==> config.mk <==
export PLATFORM = sky130hd
export DESIGN_NAME = key_press_classifier_core_flat
export DESIGN_NICKNAME = d
export VERILOG_FILES = /design/src/rtl/kpc_pkg.sv /design/src/rtl/kpc_if.sv /design/src/rtl/key_press_classifier_core.sv /design/src/rtl/kpc_engine.sv /design/src/flat_wrapper.sv
export SDC_FILE = /design/constraint.sdc
export NUM_CORES = 1
export LEC_CHECK = 0
export BUFFER_PORTS_ARGS = -buffer_cell sky130_fd_sc_hd__buf_2
export CAP_MARGIN = 0
export CORE_UTILIZATION = 63
export CTS_CLUSTER_SIZE = 10
export DETAILED_ROUTE_END_ITERATION = 16
export GPL_ROUTABILITY_DRIVEN = 0
export PLACE_DENSITY_LB_ADDON = 0.15
export REMOVE_ABC_BUFFERS = 1
export SYNTH_ARGS = -nofsm -noshare
export SYNTH_HDL_FRONTEND = slang
export SYNTH_SLANG_ARGS = --single-unit
==> constraint.sdc <==
create_clock -name clk -period 9.51 [get_ports clk]
set_input_delay 1.902 -clock clk [delete_from_list [all_inputs] [get_ports clk]]
set_output_delay 1.902 -clock clk [all_outputs]
set_load 0.1 [all_outputs]
==> src/rtl/kpc_pkg.sv <==
// Package for the key press classifier: codes, reset values and shared types.
`default_nettype none

package kpc_pkg;

  // Event codes reported once per tick
  localparam logic [1:0] EV_NONE   = 2'd0;
  localparam logic [1:0] EV_SINGLE = 2'd1;
  localparam logic [1:0] EV_LONG   = 2'd2;
  localparam logic [1:0] EV_DOUBLE = 2'd3;

  // Configuration port geometry and register indexes
  localparam int CFG_INDEX_W = 2;
  localparam int CFG_DATA_W  = 16;
  localparam logic [CFG_INDEX_W-1:0] CFG_DEBOUNCE_TICKS = 2'd0;
  localparam logic [CFG_INDEX_W-1:0] CFG_LONG_TICKS     = 2'd1;
  localparam logic [CFG_INDEX_W-1:0] CFG_DOUBLE_WINDOW  = 2'd2;

  // Register reset values
  localparam logic [7:0]  DEBOUNCE_TICKS_RESET = 8'd8;
  localparam logic [15:0] LONG_TICKS_RESET     = 16'd750;
  localparam logic [15:0] DOUBLE_WINDOW_RESET  = 16'd50;

  // Default width of the hold and window counters
  localparam int COUNTER_WIDTH_DEFAULT = 16;

  typedef struct packed {
    logic [7:0]  debounce_ticks;
    logic [15:0] long_ticks;
    logic [15:0] double_window;
  } kpc_cfg_t;

  typedef struct packed {
    logic [1:0] event_code;
    logic       stable_pressed;
  } kpc_result_t;

endpackage

`default_nettype wire

==> src/rtl/kpc_if.sv <==
// Channel interfaces: raw tick samples in, classified events out.
`default_nettype none

interface kpc_tick_if;
  logic valid;
  logic ready;
  logic pin_level;

  modport source (output valid, output pin_level, input ready);
  modport sink   (input valid, input pin_level, output ready);
endinterface

interface kpc_event_if;
  logic       valid;
  logic       ready;
  logic [1:0] event_code;
  logic       stable_pressed;

  modport source (output valid, output event_code, output stable_pressed, input ready);
  modport sink   (input valid, input event_code, input stable_pressed, output ready);
endinterface

`default_nettype wire

==> src/rtl/key_press_classifier_core.sv <==
// Key press classifier: debounces an active-low button pin and reports press events.
//
// Usage: one transaction on the ticks channel carries one raw pin sample
// (pin_level, 0 = pressed). For each tick the block returns exactly one
// transaction on the events channel: event_code (0 none, 1 single, 2 long,
// 3 double) and stable_pressed, the debounced level after that tick.
// The result of an accepted tick is registered in the output stage.
// Throughput is one tick per cycle while ticks.ready is high: the state update
// is a single pass of counter compares between the state registers and the
// result register. A two-entry output stage (result register plus skid entry)
// lets a tick be accepted while the previous result still waits; ticks.ready
// drops only when both entries hold results the receiver has not taken.
// Reset (rst, synchronous) clears all debounce and classifier state, empties
// the output stage and loads debounce_ticks 8, long_ticks 750 and
// double_window 50. Configuration writes (cfg_write, cfg_index, cfg_data)
// take effect at the clock edge; write them only while the block is idle.
`default_nettype none

module key_press_classifier_core
  import kpc_pkg::*;
#(
  parameter int COUNTER_WIDTH = COUNTER_WIDTH_DEFAULT
) (
  input  wire logic                   clk,
  input  wire logic                   rst,
  kpc_tick_if.sink                    ticks,
  kpc_event_if.source                 events,
  input  wire logic                   cfg_write,
  input  wire logic [CFG_INDEX_W-1:0] cfg_index,
  input  wire logic [CFG_DATA_W-1:0]  cfg_data
);

  kpc_cfg_t    cfg;
  kpc_result_t step_result;
  kpc_result_t main_result;
  kpc_result_t skid_result;
  logic        main_valid;
  logic        skid_valid;
  logic        tick_fire;
  logic        event_fire;

  // Configuration registers
  always_ff @(posedge clk) begin
    if (rst) begin
      cfg.debounce_ticks <= DEBOUNCE_TICKS_RESET;
      cfg.long_ticks     <= LONG_TICKS_RESET;
      cfg.double_window  <= DOUBLE_WINDOW_RESET;
    end else if (cfg_write) begin
      unique case (cfg_index)
        CFG_DEBOUNCE_TICKS: cfg.debounce_ticks <= cfg_data[7:0];
        CFG_LONG_TICKS:     cfg.long_ticks     <= cfg_data;
        CFG_DOUBLE_WINDOW:  cfg.double_window  <= cfg_data;
        default: ;
      endcase
    end
  end

  assign ticks.ready = ~skid_valid;
  assign tick_fire   = ticks.valid & ticks.ready;
  assign event_fire  = main_valid & events.ready;

  kpc_engine #(
    .COUNTER_WIDTH(COUNTER_WIDTH)
  ) u_engine (
    .clk       (clk),
    .rst       (rst),
    .step      (tick_fire),
    .pin_level (ticks.pin_level),
    .cfg       (cfg),
    .result    (step_result)
  );

  // Output stage: result register with a skid entry behind it
  always_ff @(posedge clk) begin
    if (rst) begin
      main_valid <= 1'b0;
      skid_valid <= 1'b0;
    end else if (skid_valid) begin
      if (event_fire) begin
        skid_valid <= 1'b0;
      end
    end else if (tick_fire) begin
      if (!main_valid || event_fire) begin
        main_valid <= 1'b1;
      end else begin
        skid_valid <= 1'b1;
      end
    end else if (event_fire) begin
      main_valid <= 1'b0;
    end
  end

  // Output stage payload
  always_ff @(posedge clk) begin
    if (skid_valid) begin
      if (event_fire) main_result <= skid_result;
    end else if (tick_fire) begin
      if (!main_valid || event_fire) begin
        main_result <= step_result;
      end else begin
        skid_result <= step_result;
      end
    end
  end

  assign events.valid          = main_valid;
  assign events.event_code     = main_result.event_code;
  assign events.stable_pressed = main_result.stable_pressed;

  // Skid entry is only used behind a held result
  a_skid_behind_main: assert property (@(posedge clk) disable iff (rst)
    skid_valid |-> main_valid)
    else $error("skid entry filled with empty result register");

  // A stalled result stays valid
  a_stall_holds: assert property (@(posedge clk) disable iff (rst)
    main_valid && !events.ready |=> main_valid)
    else $error("result dropped while stalled");

  // A tick accepted into a full result register fills the skid entry
  a_skid_fill: assert property (@(posedge clk) disable iff (rst)
    tick_fire && main_valid && !events.ready |=> skid_valid)
    else $error("tick lost while output stalled");

endmodule

`default_nettype wire

==> src/rtl/kpc_engine.sv <==
// Debounce and press classification state, updated once per accepted tick.
`default_nettype none

module kpc_engine
  import kpc_pkg::*;
#(
  parameter int COUNTER_WIDTH = COUNTER_WIDTH_DEFAULT
) (
  input  wire logic        clk,
  input  wire logic        rst,
  input  wire logic        step,
  input  wire logic        pin_level,
  input  wire kpc_cfg_t    cfg,
  output kpc_result_t      result
);

  // Compare width covers both the counters and the 16-bit thresholds
  localparam int CMP_W = (COUNTER_WIDTH > 16) ? COUNTER_WIDTH : 16;
  localparam logic [COUNTER_WIDTH-1:0] CNT_MAX = {COUNTER_WIDTH{1'b1}};

  logic                     candidate_level, candidate_level_next;
  logic                     stable_level, stable_level_next;
  logic [7:0]               settle_count, settle_count_next;
  logic                     press_pending, press_pending_next;
  logic                     release_pending, release_pending_next;
  logic                     hold_active, hold_active_next;
  logic [COUNTER_WIDTH-1:0] hold_count, hold_count_next;
  logic                     window_active, window_active_next;
  logic [COUNTER_WIDTH-1:0] window_count, window_count_next;
  logic                     ignore_release, ignore_release_next;
  logic [7:0]               settle_inc;
  logic                     sample;
  logic [1:0]               ev;

  assign sample = ~pin_level;

  // One tick of debounce, window timing, hold timing and edge handling
  always_comb begin
    candidate_level_next = candidate_level;
    stable_level_next    = stable_level;
    settle_count_next    = settle_count;
    press_pending_next   = press_pending;
    release_pending_next = release_pending;
    hold_active_next     = hold_active;
    hold_count_next      = hold_count;
    window_active_next   = window_active;
    window_count_next    = window_count;
    ignore_release_next  = ignore_release;
    ev                   = EV_NONE;
    settle_inc           = (settle_count != 8'hFF) ? settle_count + 8'd1 : settle_count;

    // debounce
    if (settle_count != 8'd0) begin
      if (sample == candidate_level) begin
        settle_count_next = settle_inc;
        if (settle_inc >= cfg.debounce_ticks) begin
          press_pending_next   = candidate_level & ~stable_level;
          release_pending_next = stable_level & ~candidate_level;
          stable_level_next    = candidate_level;
          settle_count_next    = 8'd0;
        end
      end else begin
        settle_count_next = 8'd0;
      end
    end else begin
      candidate_level_next = sample;
      if (sample != stable_level) settle_count_next = 8'd1;
    end

    // double window timing
    if (window_active_next) begin
      if (CMP_W'(window_count_next) < CMP_W'(cfg.double_window)) begin
        if (window_count_next != CNT_MAX) window_count_next = window_count_next + 1'b1;
      end else begin
        hold_active_next    = 1'b0;
        hold_count_next     = '0;
        window_active_next  = 1'b0;
        window_count_next   = '0;
        ignore_release_next = 1'b0;
        ev                  = EV_SINGLE;
      end
    end

    // long press timing
    if (hold_active_next && (CMP_W'(hold_count_next) < CMP_W'(cfg.long_ticks))) begin
      if (hold_count_next != CNT_MAX) hold_count_next = hold_count_next + 1'b1;
      if (CMP_W'(hold_count_next) >= CMP_W'(cfg.long_ticks)) begin
        hold_active_next    = 1'b0;
        hold_count_next     = '0;
        window_active_next  = 1'b0;
        window_count_next   = '0;
        ignore_release_next = 1'b0;
        ev                  = EV_LONG;
      end
    end

    // accepted edges
    if (press_pending_next) begin
      press_pending_next  = 1'b0;
      ignore_release_next = 1'b0;
      hold_active_next    = 1'b1;
      if (window_active_next &&
          (CMP_W'(window_count_next) < CMP_W'(cfg.double_window))) begin
        hold_active_next    = 1'b0;
        hold_count_next     = '0;
        window_active_next  = 1'b0;
        window_count_next   = '0;
        ignore_release_next = 1'b1;
        ev                  = EV_DOUBLE;
      end
    end else if (release_pending_next) begin
      release_pending_next = 1'b0;
      if (hold_active_next && (CMP_W'(hold_count_next) < CMP_W'(cfg.long_ticks)) &&
          !ignore_release_next) begin
        window_active_next = 1'b1;
        window_count_next  = '0;
      end
      hold_active_next = 1'b0;
      hold_count_next  = '0;
    end
  end

  assign result.event_code     = ev;
  assign result.stable_pressed = stable_level_next;

  // State registers advance on each accepted tick
  always_ff @(posedge clk) begin
    if (rst) begin
      candidate_level <= 1'b0;
      stable_level    <= 1'b0;
      settle_count    <= 8'd0;
      press_pending   <= 1'b0;
      release_pending <= 1'b0;
      hold_active     <= 1'b0;
      hold_count      <= '0;
      window_active   <= 1'b0;
      window_count    <= '0;
      ignore_release  <= 1'b0;
    end else if (step) begin
      candidate_level <= candidate_level_next;
      stable_level    <= stable_level_next;
      settle_count    <= settle_count_next;
      press_pending   <= press_pending_next;
      release_pending <= release_pending_next;
      hold_active     <= hold_active_next;
      hold_count      <= hold_count_next;
      window_active   <= window_active_next;
      window_count    <= window_count_next;
      ignore_release  <= ignore_release_next;
    end
  end

  // A pending settle always targets a level different from the stable one
  a_settle_target: assert property (@(posedge clk) disable iff (rst)
    settle_count != 8'd0 |-> candidate_level != stable_level)
    else $error("settle count running toward the stable level");

  // The hold counter only runs while a hold is active
  a_hold_count: assert property (@(posedge clk) disable iff (rst)
    hold_count != '0 |-> hold_active)
    else $error("hold count running with no hold");

  // A double press leaves the classifier idle and ignores the next release
  a_double_clears: assert property (@(posedge clk) disable iff (rst)
    step && ev == EV_DOUBLE |=> ignore_release && !hold_active && !window_active)
    else $error("double press did not clear the classifier");

  // Edge flags are consumed in the tick that raises them
  a_edges_consumed: assert property (@(posedge clk) disable iff (rst)
    !press_pending && !release_pending)
    else $error("edge flag survived its tick");

endmodule

`default_nettype wire

==> src/flat_wrapper.sv <==
// flat-port wrapper written by rule: the top's interface ports become plain ports
module key_press_classifier_core_flat import kpc_pkg::*;
#(
  parameter int COUNTER_WIDTH = COUNTER_WIDTH_DEFAULT
)
  (clk, rst, cfg_write, cfg_index, cfg_data, ticks_valid, ticks_pin_level, ticks_ready, events_valid, events_event_code, events_stable_pressed, events_ready);
  kpc_tick_if ticks_i ();
  kpc_event_if events_i ();
  input  wire logic clk;
  input  wire logic rst;
  input  wire logic cfg_write;
  input  wire logic [CFG_INDEX_W-1:0] cfg_index;
  input  wire logic [CFG_DATA_W-1:0] cfg_data;
  input wire logic [$bits(ticks_i.valid)-1:0] ticks_valid;
  input wire logic [$bits(ticks_i.pin_level)-1:0] ticks_pin_level;
  output wire logic [$bits(ticks_i.ready)-1:0] ticks_ready;
  output wire logic [$bits(events_i.valid)-1:0] events_valid;
  output wire logic [$bits(events_i.event_code)-1:0] events_event_code;
  output wire logic [$bits(events_i.stable_pressed)-1:0] events_stable_pressed;
  input wire logic [$bits(events_i.ready)-1:0] events_ready;
  assign ticks_i.valid = ticks_valid;
  assign ticks_i.pin_level = ticks_pin_level;
  assign ticks_ready = ticks_i.ready;
  assign events_valid = events_i.valid;
  assign events_event_code = events_i.event_code;
  assign events_stable_pressed = events_i.stable_pressed;
  assign events_i.ready = events_ready;
  key_press_classifier_core #(.COUNTER_WIDTH(COUNTER_WIDTH)) u_core (.clk(clk), .rst(rst), .ticks(ticks_i), .events(events_i), .cfg_write(cfg_write), .cfg_index(cfg_index), .cfg_data(cfg_data));
endmodule
==> out/metrics.csv <==
metric;value;unit
p_leak;3.35;nW
drt-total-wl;20300;µm
coreArea;11000;µm²
n_antenna_cell;0;
cp_max_fo;13;
vdd_drop_max;0.112;mV
clock-root-buffer;clkbuf_16;
cp_slowest_cell;a2111oi_4;
end_kind;flop;
hp-start;u_core.cfg[3]$_SDFFE_PP0P_;
syn2layout_area_growth;8.33;%
p_clk_share;44.6;%
final_nets;1035;
r2r_slack;0.48;ns
first_iter_violations;807;
slew_viol_final;0;
avgSynthCellArea;7.88;µm²
worstReg2RegEnd;u_core.u_engine.window_count[14]$_SDFFE_PP0P_;
rsz0062_at_grt;false;
synth-edff-count;6;
p_sw_share;26.7;%
clock-sinks;94;
grt_pass1_vias;6705;
die_area;11800;µm²
grt-ovfl-total;0;
crit_path_start_kind;flop;
hold_path.class;reg -> reg;
clock_path_buffers;2;
synthArstFlopShare;0;%
hpwl;15400;µm
clk_latency;0.36;ns
grt.total_usage;35.7;%
chipHeight;109;µm
synth-main-ff-cell;dfxtp_1;
drt-vias-per-instance;6.69;
cts_tree;built;
synth_area;7180;µm²
synth.distinct_cells;75;
wl_per_cell;19.0;µm
finalHoldViolations;0;
slew_headroom;37.7;%
finalSetupViolations;0;
portBuffers;28;
finalCriticalPeriod;9.03;ns
status;finished clean;
grt_pass1_wl;32600;µm
die_x;109;µm
holdPathEnd;u_core.cfg[3]$_SDFFE_PP0P_;
finalClockSkew;0.0138;ns
cts.htree.levels;3;
drive_above_1_share;9.70;%
crit_buf_inv;2;
required;9.75;ns
hold_depth;2;
cts_buffers;9;
regToRegStartpoint;u_core.u_engine.window_count[6]$_SDFFE_PP0P_;
crit_path_max_incr_delay;0.56;ns
fin_crit_sh;95.0;%
yosysWarnings;0;
fmax;111;MHz
whs;0.463;ns
arrival;9.27;ns
cts.reportedPaths.clkPinSlew;0.08;ns
p_sw;252;µW
fin_setup_tns;0;ns
syn-instance-count;911;
pwr-share-comb;11.5;%
worstMarginPinSlew;0.932;ns
path_delay_family;compound AO/OA/AOI/OAI gates;
initial_utilization;65.4;%
drc;0;
worst_r2r_path_depth;34;
p_int;691;µW
grt_max_degree;63;
antenna_found_initial;0;
synth-seq-cells;94;
powerDensity;121;nW/µm²
seq_power_share;43.9;%
rows;38;
path_class;reg -> reg;
antenna_left;0;
drt_first_pass_iters;7;
ys_seq_area_share;27.0;%
max-cap-violations;0;
vias;7142;
ios;29;
[power by group through the flow]
stage / Clock (mW) / Combinational (mW) / Sequential (mW)
after floorplan: 0 / 0.0606 / 0.430
after global routing: 0.438 / 0.118 / 0.415
after global placement: 0 / 0.0999 / 0.422
after CTS: 0.423 / 0.105 / 0.413
final: 0.421 / 0.109 / 0.414
after detailed placement: 0 / 0.104 / 0.422
[kinds of logic after synthesis]
| logic type | synth area share, % |
|---|---|
| buf+inv | 5.73 |
| mux | 0.749 |
| xor+xnor | 2.68 |
| compound gates | 25.2 |
| flops | 27.0 |
| fa+ha+maj | 15.3 |
| simple gates | 23.2 |
[cells in the mapped netlist (8+ instances only)]
| master | count | area share (%) |
|---|---|---|
| dfxtp_1 | 88 | 25 |
| nand2b_1 | 8 | 0.70 |
| a22oi_1 | 9 | 0.94 |
| and2_1 | 15 | 1.3 |
| nand4_1 | 28 | 2.4 |
| xnor2_1 | 12 | 1.5 |
| nor4_1 | 8 | 0.70 |
| xor2_1 | 10 | 1.2 |
| nor2_1 | 89 | 4.7 |
| a22o_1 | 26 | 3.2 |
| a21oi_1 | 82 | 5.7 |
| o211ai_1 | 8 | 0.84 |
| nand3_1 | 30 | 2.1 |
| a21o_1 | 12 | 1.3 |
| o21ai_0 | 38 | 2.6 |
| clkbuf_1 | 31 | 1.6 |
| nor3_1 | 20 | 1.4 |
| a211o_1 | 11 | 1.3 |
| nand2_1 | 99 | 5.2 |
| inv_1 | 64 | 3.3 |
| ha_1 | 88 | 15 |
[registers in the layout (all words and copies together) (netlist names), 2 cells and up]
name,flops
u_core.u_engine.window_count,16
u_core.u_engine.hold_count,16
u_core.events.event_code,2
u_core.cfg,40
u_core.skid_result,3
u_core.u_engine.settle_count,8
[metrics by stage]
step                instance area, µm²  setup slack, ns  utilization, %  std cells  power (mW)
global placement                  7410            0.837            67.5       1049       0.522
detailed placement                7410            0.450            67.5       1049       0.526
floorplan                         7010            0.577               -        870       0.491
global route                      7780            0.125            70.8       1068       0.971
finish                            7780            0.478            70.8       1068       0.943
CTS                               7750            0.286            70.6       1065       0.941
[cells in the final DEF, fill, tap and decap left out, types with 4 or more instances in the layout]
cell and instances:
a211o_1 11, nor3b_1 4, nor2b_1 7, nor4_1 8, o21ai_0 38, nor2_1 89
clkbuf_16 10, nor3_1 20, nand2b_1 8, dfxtp_1 88, nand4_1 28, inv_1 64
a21oi_1 82, nand2_1 99, buf_4 14, a21o_1 12, and3_1 5, or3_1 6
o41ai_2 6, a31oi_1 6, edfxtp_1 6, buf_2 28, xnor2_1 12, or2_2 7
o21a_1 5, a22o_1 26, a22oi_1 9, ha_1 88, nand3_1 30, a2111oi_2 7
xor2_1 10, a211oi_1 7, and2_1 15, o211ai_1 8, o41ai_1 4
[worst max path at each step]
| stage | from | endpoint | slack, ns | cells after the start |
|---|---|---|---|---|
| 3_3_place_gp | u_core.u_engine.window_count[7]$_SDFFE_PP0P_ | u_core.u_engine.hold_count[9]$_SDFFE_PP0P_ | 0.84 | 33 |
| 3_5_place_dp | u_core.u_engine.window_count[6]$_SDFFE_PP0P_ | u_core.u_engine.hold_count[5]$_SDFFE_PP0P_ | 0.45 | 33 |
| 4_1_cts | u_core.u_engine.window_count[6]$_SDFFE_PP0P_ | u_core.u_engine.hold_count[5]$_SDFFE_PP0P_ | 0.29 | 33 |
| 5_1_grt | u_core.u_engine.window_count[6]$_SDFFE_PP0P_ | u_core.u_engine.window_count[14]$_SDFFE_PP0P_ | 0.13 | 34 |
| 6_report | u_core.u_engine.window_count[6]$_SDFFE_PP0P_ | u_core.u_engine.window_count[14]$_SDFFE_PP0P_ | 0.48 | 34 |
| 2_1_floorplan | u_core.u_engine.window_count[7]$_SDFFE_PP0P_ | u_core.u_engine.window_count[13]$_SDFFE_PP0P_ | 0.58 | 32 |
[cell type report]
type,count,area [µm²]
clock buffers,11,254
clock inverters,5,86.3
fillers,866,3200
inverters,64,240
multi-input cells,712,4840
flip-flops and latches,94,1940
well taps,140,175
repair buffers,42,245
[worst min-delay path: cells and delay by family, from the launching register on]
kind | cells | cell delay [ns]
simple gates | 1 | 0.05
compound gates | 1 | 0.05
flops | 1 | 0.31
[repair_timing]
| item | 4_1_cts | 5_1_grt |
|---|---|---|
| endpoints found under the setup margin | 0 | 29 |
| resized for setup | 0 | 2 |
| endpoints found under the hold margin | 0 | 0 |
| hold buffers | 0 | 0 |
| setup buffers | 0 | 3 |
[metal layers]
layer / share of wire, % / vias to the layer above / track usage [%]
li1: - / 3350 / -
met2: 46 / 410 / 57.2
met4: 4.0 / 0 / 18.7
met5: 0 / - / 0
met3: 8.6 / 70 / 6.34
met1: 42 / 3312 / 45.7
Note: power is estimated with default switching activity, not from simulation.
